===== config.mk =====
export PLATFORM = sky130hd
export DESIGN_NAME = extent_heat_zone_classifier
export DESIGN_NICKNAME = d
export VERILOG_FILES = /design/src/rtl/ehzc_pkg.sv /design/src/rtl/ehzc_div.sv /design/src/rtl/extent_heat_zone_classifier.sv
export SDC_FILE = /design/constraint.sdc
export NUM_CORES = 2
export LEC_CHECK = 0
export CAP_MARGIN = 40
export CELL_PAD_IN_SITES_DETAIL_PLACEMENT = 1
export CELL_PAD_IN_SITES_GLOBAL_PLACEMENT = 2
export CORE_MARGIN = 8
export CORE_UTILIZATION = 45
export CTS_CLUSTER_DIAMETER = 200
export CTS_CLUSTER_SIZE = 20
export DETAILED_ROUTE_END_ITERATION = 10
export DONT_BUFFER_PORTS = 1
export MAX_ROUTING_LAYER = met4
export PLACE_DENSITY = 0.83
export SLEW_MARGIN = 25
export SYNTH_ARGS = -nofsm -noshare
export SYNTH_HDL_FRONTEND = slang
export SYNTH_HIERARCHICAL = 1
export SYNTH_SLANG_ARGS = --single-unit

===== constraint.sdc =====
create_clock -name clk -period 19.7 [get_ports clk]
set_input_delay 0.985 -clock clk [delete_from_list [all_inputs] [get_ports clk]]
set_output_delay 0.985 -clock clk [all_outputs]
set_load 0.01 [all_outputs]

===== src/rtl/ehzc_pkg.sv =====
// Shared widths, register indexes and types for the extent heat zone classifier.
package ehzc_pkg;

	// Field widths.
	localparam int TIME_W   = 64;
	localparam int REFC_W   = 32;
	localparam int CLASS_W  = 2;
	localparam int WEIGHT_W = 16;
	localparam int HEAT_W   = 16;
	localparam int ZONE_W   = 8;
	localparam int CFG_W    = 16;
	localparam int INDEX_W  = 3;

	// Score widths: read score tops out at 1024, rewrite score at 512, log2 at 31.
	localparam int RSCORE_W = 11;
	localparam int WSCORE_W = 10;
	localparam int SSCORE_W = 5;
	localparam logic [RSCORE_W-1:0] READ_CAP    = RSCORE_W'(1024);
	localparam logic [WSCORE_W-1:0] REWRITE_CAP = WSCORE_W'(512);

	// Zone mapping divider: numerator is heat times (zone_count - 1).
	localparam int NUM_W     = HEAT_W + ZONE_W;
	localparam int DIV_STEPS = ZONE_W;

	// Configuration register indexes.
	localparam logic [INDEX_W-1:0] REG_READ_WEIGHT     = INDEX_W'(0);
	localparam logic [INDEX_W-1:0] REG_SHARE_WEIGHT    = INDEX_W'(1);
	localparam logic [INDEX_W-1:0] REG_REWRITE_PENALTY = INDEX_W'(2);
	localparam logic [INDEX_W-1:0] REG_HEAT_LIMIT      = INDEX_W'(3);
	localparam logic [INDEX_W-1:0] REG_ZONE_COUNT      = INDEX_W'(4);

	// Data class of user or other data; every other class is metadata.
	localparam logic [CLASS_W-1:0] CLASS_USER       = CLASS_W'(0);
	localparam logic [CLASS_W-1:0] CLASS_BTREE      = CLASS_W'(1);
	localparam logic [CLASS_W-1:0] CLASS_SUPERBLOCK = CLASS_W'(2);
	localparam logic [CLASS_W-1:0] CLASS_JOURNAL    = CLASS_W'(3);

	// Data that rides alongside the divider.
	typedef struct packed {
		logic [HEAT_W-1:0] heat;
		logic              force_zero;
	} ehzc_side_t;

endpackage


===== src/rtl/ehzc_div.sv =====
// Pipelined restoring divider for the zone mapping, one quotient bit per stage.
module ehzc_div (
	input  logic                        clk,
	input  logic                        arst_n,
	input  logic                        advance,
	input  logic                        in_valid,
	input  logic [ehzc_pkg::NUM_W-1:0]  num,
	input  logic [ehzc_pkg::HEAT_W-1:0] den,
	input  ehzc_pkg::ehzc_side_t        in_side,
	output logic                        out_valid,
	output logic [ehzc_pkg::ZONE_W-1:0] quo,
	output ehzc_pkg::ehzc_side_t        out_side
);
	import ehzc_pkg::*;

	logic                 valid_s [0:DIV_STEPS-1];
	logic [NUM_W-1:0]     rem_s   [0:DIV_STEPS-2];
	logic [DIV_STEPS-1:0] quo_s   [0:DIV_STEPS-1];
	ehzc_side_t           side_s  [0:DIV_STEPS-1];

	// The quotient is known to fit in DIV_STEPS bits, since heat never exceeds the divisor.
	for (genvar k = 0; k < DIV_STEPS; k++) begin : g_step
		localparam int BIT = DIV_STEPS - 1 - k;
		logic                 valid_in;
		logic [NUM_W-1:0]     rem_in;
		logic [DIV_STEPS-1:0] quo_in;
		ehzc_side_t           side_in;
		logic [NUM_W-1:0]     den_sh;
		logic                 fits;

		if (k == 0) begin : g_first
			assign valid_in = in_valid;
			assign rem_in   = num;
			assign quo_in   = '0;
			assign side_in  = in_side;
		end else begin : g_next
			assign valid_in = valid_s[k-1];
			assign rem_in   = rem_s[k-1];
			assign quo_in   = quo_s[k-1];
			assign side_in  = side_s[k-1];
		end

		// Trial subtraction of the divisor aligned to this quotient bit.
		assign den_sh = NUM_W'(den) << BIT;
		assign fits   = (rem_in >= den_sh);

		always_ff @(posedge clk or negedge arst_n) begin
			if (!arst_n) begin
				valid_s[k] <= 1'b0;
			end else if (advance) begin
				valid_s[k] <= valid_in;
			end
		end

		always_ff @(posedge clk) begin
			if (advance) begin
				quo_s[k]  <= {quo_in[DIV_STEPS-2:0], fits};
				side_s[k] <= side_in;
			end
		end

		// The last step needs no remainder.
		if (k < DIV_STEPS - 1) begin : g_rem
			always_ff @(posedge clk) begin
				if (advance) begin
					rem_s[k] <= fits ? (rem_in - den_sh) : rem_in;
				end
			end
		end
	end

	assign out_valid = valid_s[DIV_STEPS-1];
	assign quo       = quo_s[DIV_STEPS-1];
	assign out_side  = side_s[DIV_STEPS-1];

endmodule


===== src/rtl/extent_heat_zone_classifier.sv =====
// Top level of the extent heat zone classifier: scoring pipeline, divider and output stage.
//
// Usage: each input transfer carries a bucket's last_read, last_write, refcount and
// data_class; each output transfer carries the target zone and the heat for that item,
// exactly one result per item and in the order taken.
// Both channels use valid and stall; a transfer happens on a rising edge with valid high
// and stall low. Configuration goes through cfg_we, cfg_index and cfg_data and is to be written
// by the user only while no item is in flight; the block itself does not enforce this.
// The pipeline holds 13 register stages: four scoring stages (scores, weight products,
// heat, zone numerator), eight divider stages that each resolve one quotient bit of the
// zone mapping, and the output register. Throughput is one item per cycle while the output
// is not stalled; the divider is fully pipelined.
// When the receiver stalls while a result is held, the whole pipeline freezes and in_stall
// is raised in the same cycle; nothing is dropped or repeated.
// Reset clears all valid bits and loads the registers with read_weight, share_weight and
// rewrite_penalty of 256, heat_limit of 1024 and zone_count of 2.
module extent_heat_zone_classifier (
	input  logic                         clk,
	input  logic                         arst_n,
	input  logic                         cfg_we,
	input  logic [ehzc_pkg::INDEX_W-1:0] cfg_index,
	input  logic [ehzc_pkg::CFG_W-1:0]   cfg_data,
	input  logic                         in_valid,
	output logic                         in_stall,
	input  logic [ehzc_pkg::TIME_W-1:0]  last_read,
	input  logic [ehzc_pkg::TIME_W-1:0]  last_write,
	input  logic [ehzc_pkg::REFC_W-1:0]  refcount,
	input  logic [ehzc_pkg::CLASS_W-1:0] data_class,
	output logic                         out_valid,
	input  logic                         out_stall,
	output logic [ehzc_pkg::ZONE_W-1:0]  zone,
	output logic [ehzc_pkg::HEAT_W-1:0]  heat
);
	import ehzc_pkg::*;

	// Configuration registers.
	logic [WEIGHT_W-1:0] read_weight_q;
	logic [WEIGHT_W-1:0] share_weight_q;
	logic [WEIGHT_W-1:0] rewrite_penalty_q;
	logic [HEAT_W-1:0]   heat_limit_q;
	logic [ZONE_W-1:0]   zone_count_q;

	always_ff @(posedge clk or negedge arst_n) begin
		if (!arst_n) begin
			read_weight_q     <= WEIGHT_W'(256);
			share_weight_q    <= WEIGHT_W'(256);
			rewrite_penalty_q <= WEIGHT_W'(256);
			heat_limit_q      <= HEAT_W'(1024);
			zone_count_q      <= ZONE_W'(2);
		end else if (cfg_we) begin
			case (cfg_index)
				REG_READ_WEIGHT:     read_weight_q     <= cfg_data;
				REG_SHARE_WEIGHT:    share_weight_q    <= cfg_data;
				REG_REWRITE_PENALTY: rewrite_penalty_q <= cfg_data;
				REG_HEAT_LIMIT:      heat_limit_q      <= cfg_data;
				REG_ZONE_COUNT:      zone_count_q      <= cfg_data[ZONE_W-1:0];
				default: ;
			endcase
		end
	end

	// The whole pipeline moves unless a held result is stalled.
	logic valid_q;
	logic advance;

	assign advance  = !(valid_q && out_stall);
	assign in_stall = !advance;

	// Stage 1: time gaps, clamped scores and floor log2 of the refcount.
	logic [TIME_W:0]      gap_rw;
	logic [TIME_W-1:0]    gap_wr;
	logic                 write_newer;
	logic [RSCORE_W-1:0]  read_score;
	logic [WSCORE_W-1:0]  rewrite_score;
	logic [SSCORE_W-1:0]  share_score;

	assign gap_rw      = {1'b0, last_read} - {1'b0, last_write};
	assign gap_wr      = last_write - last_read;
	assign write_newer = gap_rw[TIME_W];

	always_comb begin
		read_score = '0;
		if (!gap_rw[TIME_W-1]) begin
			if (gap_rw[TIME_W-2:4] > (TIME_W-5)'(READ_CAP)) begin
				read_score = READ_CAP;
			end else begin
				read_score = gap_rw[RSCORE_W+3:4];
			end
		end
	end

	always_comb begin
		rewrite_score = '0;
		if (write_newer) begin
			if (gap_wr[TIME_W-1:4] > (TIME_W-4)'(REWRITE_CAP)) begin
				rewrite_score = REWRITE_CAP;
			end else begin
				rewrite_score = gap_wr[WSCORE_W+3:4];
			end
		end
	end

	// Leading-one position; zero and one both give zero.
	always_comb begin
		share_score = '0;
		for (int i = 1; i < REFC_W; i++) begin
			if (refcount[i]) begin
				share_score = SSCORE_W'(i);
			end
		end
	end

	logic                v_s1;
	logic [RSCORE_W-1:0] read_score_s1;
	logic [WSCORE_W-1:0] rewrite_score_s1;
	logic [SSCORE_W-1:0] share_score_s1;
	logic                user_s1;

	// Stage 2: weighted scores.
	localparam int PREAD_W  = WEIGHT_W + RSCORE_W;
	localparam int PSHARE_W = WEIGHT_W + SSCORE_W;
	localparam int PPEN_W   = WEIGHT_W + WSCORE_W;

	logic                v_s2;
	logic [PREAD_W-1:0]  prod_read_s2;
	logic [PSHARE_W-1:0] prod_share_s2;
	logic [PPEN_W-1:0]   prod_pen_s2;
	logic                user_s2;

	// Stage 3: heat after penalty and cap.
	localparam int SUM_W = PSHARE_W + 9;
	localparam int RAW_W = SUM_W - 8;

	logic [SUM_W-1:0]  heat_sum;
	logic [RAW_W-1:0]  heat_raw;
	logic [RAW_W-1:0]  penalty;
	logic [RAW_W-1:0]  heat_net;
	logic [HEAT_W-1:0] heat_capped;

	assign heat_sum = SUM_W'(prod_read_s2) + {1'b0, prod_share_s2, 8'b0};
	assign heat_raw = heat_sum[SUM_W-1:8];
	assign penalty  = RAW_W'(prod_pen_s2[PPEN_W-1:8]);
	assign heat_net = (heat_raw > penalty) ? (heat_raw - penalty) : '0;
	assign heat_capped = (heat_net > RAW_W'(heat_limit_q)) ? heat_limit_q
	                                                       : heat_net[HEAT_W-1:0];

	logic              v_s3;
	logic [HEAT_W-1:0] heat_s3;
	logic              user_s3;

	// Stage 4: zone numerator and the forced-zero cases.
	logic [ZONE_W-1:0] zone_top;

	assign zone_top = zone_count_q - ZONE_W'(1);

	logic              v_s4;
	logic [NUM_W-1:0]  num_s4;
	ehzc_side_t        side_s4;

	always_ff @(posedge clk or negedge arst_n) begin
		if (!arst_n) begin
			v_s1 <= 1'b0;
			v_s2 <= 1'b0;
			v_s3 <= 1'b0;
			v_s4 <= 1'b0;
		end else if (advance) begin
			v_s1 <= in_valid;
			v_s2 <= v_s1;
			v_s3 <= v_s2;
			v_s4 <= v_s3;
		end
	end

	always_ff @(posedge clk) begin
		if (advance) begin
			read_score_s1      <= read_score;
			rewrite_score_s1   <= rewrite_score;
			share_score_s1     <= share_score;
			user_s1            <= (data_class == CLASS_USER);
			prod_read_s2       <= read_weight_q * read_score_s1;
			prod_share_s2      <= share_weight_q * share_score_s1;
			prod_pen_s2        <= rewrite_penalty_q * rewrite_score_s1;
			user_s2            <= user_s1;
			heat_s3            <= heat_capped;
			user_s3            <= user_s2;
			num_s4             <= heat_s3 * zone_top;
			side_s4.heat       <= heat_s3;
			side_s4.force_zero <= !user_s3 || (zone_count_q == '0);
		end
	end

	// Stages 5 to 12: zone mapping quotient.
	logic              div_valid;
	logic [ZONE_W-1:0] div_quo;
	ehzc_side_t        div_side;

	ehzc_div u_div (
		.clk       (clk),
		.arst_n    (arst_n),
		.advance   (advance),
		.in_valid  (v_s4),
		.num       (num_s4),
		.den       (heat_limit_q),
		.in_side   (side_s4),
		.out_valid (div_valid),
		.quo       (div_quo),
		.out_side  (div_side)
	);

	// Output stage: the zone counts inward from the innermost zone; a zero limit gives quotient 0.
	logic [ZONE_W-1:0] zone_next;
	logic [ZONE_W-1:0] zone_q;
	logic [HEAT_W-1:0] heat_q;

	always_comb begin
		if (div_side.force_zero) begin
			zone_next = '0;
		end else if (heat_limit_q == '0) begin
			zone_next = zone_top;
		end else begin
			zone_next = zone_top - div_quo;
		end
	end

	always_ff @(posedge clk or negedge arst_n) begin
		if (!arst_n) begin
			valid_q <= 1'b0;
		end else if (advance) begin
			valid_q <= div_valid;
		end
	end

	always_ff @(posedge clk) begin
		if (advance) begin
			zone_q <= zone_next;
			heat_q <= div_side.heat;
		end
	end

	assign out_valid = valid_q;
	assign zone      = zone_q;
	assign heat      = heat_q;

`ifndef SYNTHESIS
	// The heat never exceeds the configured limit.
	a_heat_cap: assert property (@(posedge clk) disable iff (!arst_n)
		valid_q |-> (heat_q <= heat_limit_q))
		else $error("heat above heat_limit");

	// An unset zone count always maps to zone zero.
	a_zone_unset: assert property (@(posedge clk) disable iff (!arst_n)
		(valid_q && (zone_count_q == '0)) |-> (zone_q == '0))
		else $error("nonzero zone with zone_count unset");

	// A zone is always inside the configured range.
	a_zone_range: assert property (@(posedge clk) disable iff (!arst_n)
		(valid_q && (zone_count_q != '0)) |-> (zone_q < zone_count_q))
		else $error("zone out of range");

	// Input is held back only while a result is waiting at the output.
	a_stall_cause: assert property (@(posedge clk) disable iff (!arst_n)
		in_stall |-> (valid_q && out_stall))
		else $error("input stalled without a held result");

	// An accepted item occupies the first stage on the next cycle.
	a_enter: assert property (@(posedge clk) disable iff (!arst_n)
		(in_valid && !in_stall) |=> v_s1)
		else $error("accepted item lost at stage 1");
`endif

endmodule


==> flow_summary.json <==
{
  "synth_top_cell_by_area": "edfxtp_1",
  "syn_area_um2": 53900,
  "wl_per_cell_um": 22.7,
  "crit_required_ns": 20.07,
  "htreeDepth": 2,
  "clk_latency_ns": 0.62,
  "status": "finished clean",
  "grt_pass1_vias": 43700,
  "drt_iter0_drc": 2433,
  "period_minus_slack_ns": 7.58,
  "cts_resized": 0,
  "drv_cap": 0,
  "drc_errors": 0,
  "slowest_stage": "or4_1",
  "hpwl_mm": 130,
  "row_count": 127,
  "grt-ovfl-total": 0,
  "cts_made_buffers": 35,
  "synth_top_area_share_pct": 28.3,
  "post-cts-setup-buffer-count": 0,
  "max_slew.worst_pin.slew_ns": 1.02,
  "grt_pass1_wl_mm": 252,
  "ios": 212,
  "holdWs_ns": 0.0587,
  "routed_wl_mm": 160,
  "routed_via_density": 5.79,
  "endpoint_kind": "flop",
  "wl_met2_mm": 78.0,
  "clk_pin_slew_ns": 0.09,
  "ys_seq_area_share_pct": 32.3,
  "slew_violations": 0,
  "postSynthAreaPerCell_um2": 9.73,
  "die_h_um": 362,
  "synth-edff-count": 508,
  "syn-num-nets": 6600,
  "postRouteAntennaNets": 0,
  "die_x_um": 362,
  "setup_violations": 0,
  "antenna_found_initial": 5,
  "synth_seq_cells": 593,
  "fin_crit_sh_pct": 38.5,
  "tritoncts": "built",
  "fill_cells": 13400,
  "slew-limit-headroom_pct": 32.3,
  "grt_use_total_pct": 24.8,
  "slowest_delay_ns": 0.67,
  "layout.nets": 6503,
  "dieArea_um2": 131000,
  "synth_area_leaders": "edfxtp_1, fa_1, ha_1, nand2_1, inv_1",
  "synthDistinctLibCells": 103,
  "start_util_pct": 45.2,
  "cts_buffer_depth": 3,
  "cts_hold_buf": 0,
  "first_pass_iters": 5,
  "numPortBuffers": 0,
  "gp_congestion": 0.965,
  "skew_ns": 0.0327,
  "postSynth.asyncResetShare_pct": 14.3,
  "syn_to_final_growth_pct": 5.16,
  "r2r-end": "heat_s3[1]$_DFFE_PN_",
  "r2r_slack_ns": 12.12,
  "r2r_cells": 34,
  "grt_max_degree": 178,
  "coreArea_um2": 119000,
  "cp-start-kind": "flop",
  "synthCells": 5536,
  "met3_length_mm": 7.74,
  "num_vias": 40900,
  "synth_ff_type": "edfxtp_1",
  "yosys_warnings": 6,
  "drive_above_1_share_pct": 4.71,
  "highest_layer": "met4",
  "m1WireLength_mm": 70.5,
  "min_path_type": "in2async",
  "fmax_ghz": 0.132,
  "cts_root_buf": "clkbuf_16",
  "r2r-start": "prod_read_s2[8]$_DFFE_PN_",
  "path_max_fanout": 17,
  "rsz0062_at_grt": "no",
  "fin_tns_setup_ns": 0,
  "hold_viol": 0,
  "arrival_ns": 7.95,
  "clock_sinks": 593,
  "critPathKind": "reg2reg"
}
## placed cells by master (no fill, tap or decap), drive strengths merged, types with 35 or more instances in the layout
| cell | instances |
|---|---|
| a21o | 91 |
| a21oi | 408 |
| a31oi | 37 |
| and2 | 237 |
| buf | 44 |
| clkbuf | 53 |
| dfrtp | 80 |
| edfxtp | 508 |
| fa | 369 |
| ha | 509 |
| inv | 618 |
| mux2 | 121 |
| nand2 | 627 |
| nand2b | 35 |
| nand3 | 71 |
| nand4 | 76 |
| nor2 | 308 |
| nor2b | 55 |
| nor3 | 92 |
| nor4 | 37 |
| o21a | 64 |
| o21ai | 236 |
| o21bai | 49 |
| xnor2 | 182 |
| xor2 | 108 |
## worst max-delay path, delay by kind of cell (launching register included)
| kind | cells | cell delay (ns) |
|---|---|---|
| DFF | 1 | 0.38 |
| and+or+nand+nor | 7 | 1.34 |
| AOI/OAI and AO/OA | 18 | 3.51 |
| muxes | 1 | 0.28 |
| adders and majority gates | 4 | 1.07 |
| buffers and inverters | 3 | 0.52 |
| xor gates and xnor gates | 1 | 0.21 |
## synthesized netlist by cell type, types with 108 or more instances
library cell    n
fa_1          369
xnor2_1       182
xor2_1        108
inv_1         617
o21ai_0       218
nand2_1       626
clkbuf_1      138
a21oi_1       405
ha_1          509
and2_1        235
nor2_1        300
edfxtp_1      508
## stage by stage
step	util, %	instance area, µm²	worst slack (ns)	cells
after global routing	47.5	56700	11.65	7070
final	47.5	56700	12.12	7075
after CTS	47.4	56600	12.07	7066
after global placement	46.5	55500	11.97	7003
after floorplan	-	53900	5.80	5536
after detailed placement	46.6	55600	12.11	7010
## routing by layer
layer	vias to the layer above	GRT usage [%]
li1	19000	-
met1	20800	32.1
met2	897	42.0
met3	198	2.81
met4	0	6.05
met5	-	-
## how the worst max path moves through the flow
stage / startpoint / end / slack (ns) / cells past startpoint
after global placement: prod_read_s2[8]$_DFFE_PN_ / heat_s3[10]$_DFFE_PN_ / 11.97 / 33
after floorplan: out_stall / in_stall / 5.80 / 2
after detailed placement: prod_read_s2[8]$_DFFE_PN_ / heat_s3[10]$_DFFE_PN_ / 12.11 / 33
after CTS: prod_read_s2[8]$_DFFE_PN_ / heat_s3[10]$_DFFE_PN_ / 12.07 / 33
after global routing: prod_read_s2[8]$_DFFE_PN_ / heat_s3[1]$_DFFE_PN_ / 11.65 / 34
final: prod_read_s2[8]$_DFFE_PN_ / heat_s3[1]$_DFFE_PN_ / 12.12 / 34
## final cells by class
type	instances	area (µm²)	share of cell area, %
sequential	593	17400	30.7
clock inverter	3	32.5	0.0574
antenna	5	12.5	0.0221
tap	1612	2020	3.56
clock buffer	53	975	1.72
multi-input combinational	4148	33500	59.1
timing repair buffer	44	438	0.773
inverter	617	2320	4.09
## state kept, by name, summed over array words and instances, names as in the netlist, 7 cells and up
| name | cells |
|---|---|
| zone | 8 |
| u_div/side_s | 136 |
| heat | 16 |
| read_weight_q | 16 |
| rewrite_score_s1 | 10 |
| u_div/rem_s | 168 |
| u_div/quo_s | 36 |
| num_s4 | 24 |
| heat_s3 | 16 |
| u_div/g_step.valid_in | 7 |
| prod_pen_s2 | 18 |
| prod_share_s2 | 21 |
| prod_read_s2 | 19 |
| rewrite_penalty_q | 16 |
| share_weight_q | 16 |
| zone_count_q | 8 |
| side_s4 | 17 |
| heat_limit_q | 16 |
| read_score_s1 | 11 |
## cells by family (layout without fill, tap and decap cells)
kind of cell    after synthesis  after routing  synth area share, %
compound gates             1149           1149                 13.5
xor+xnor                    290            290                 4.71
fa+ha+maj                   878            878                 25.5
buf+inv                     795            717                 5.68
flops                       593            593                 32.3
mux                         155            155                 3.16
other cells                   0              5                    0
simple gates               1676           1676                 15.2
Power is not shown: default switching activity piles up to over one toggle a cycle in this logic, so the estimate is an artifact.
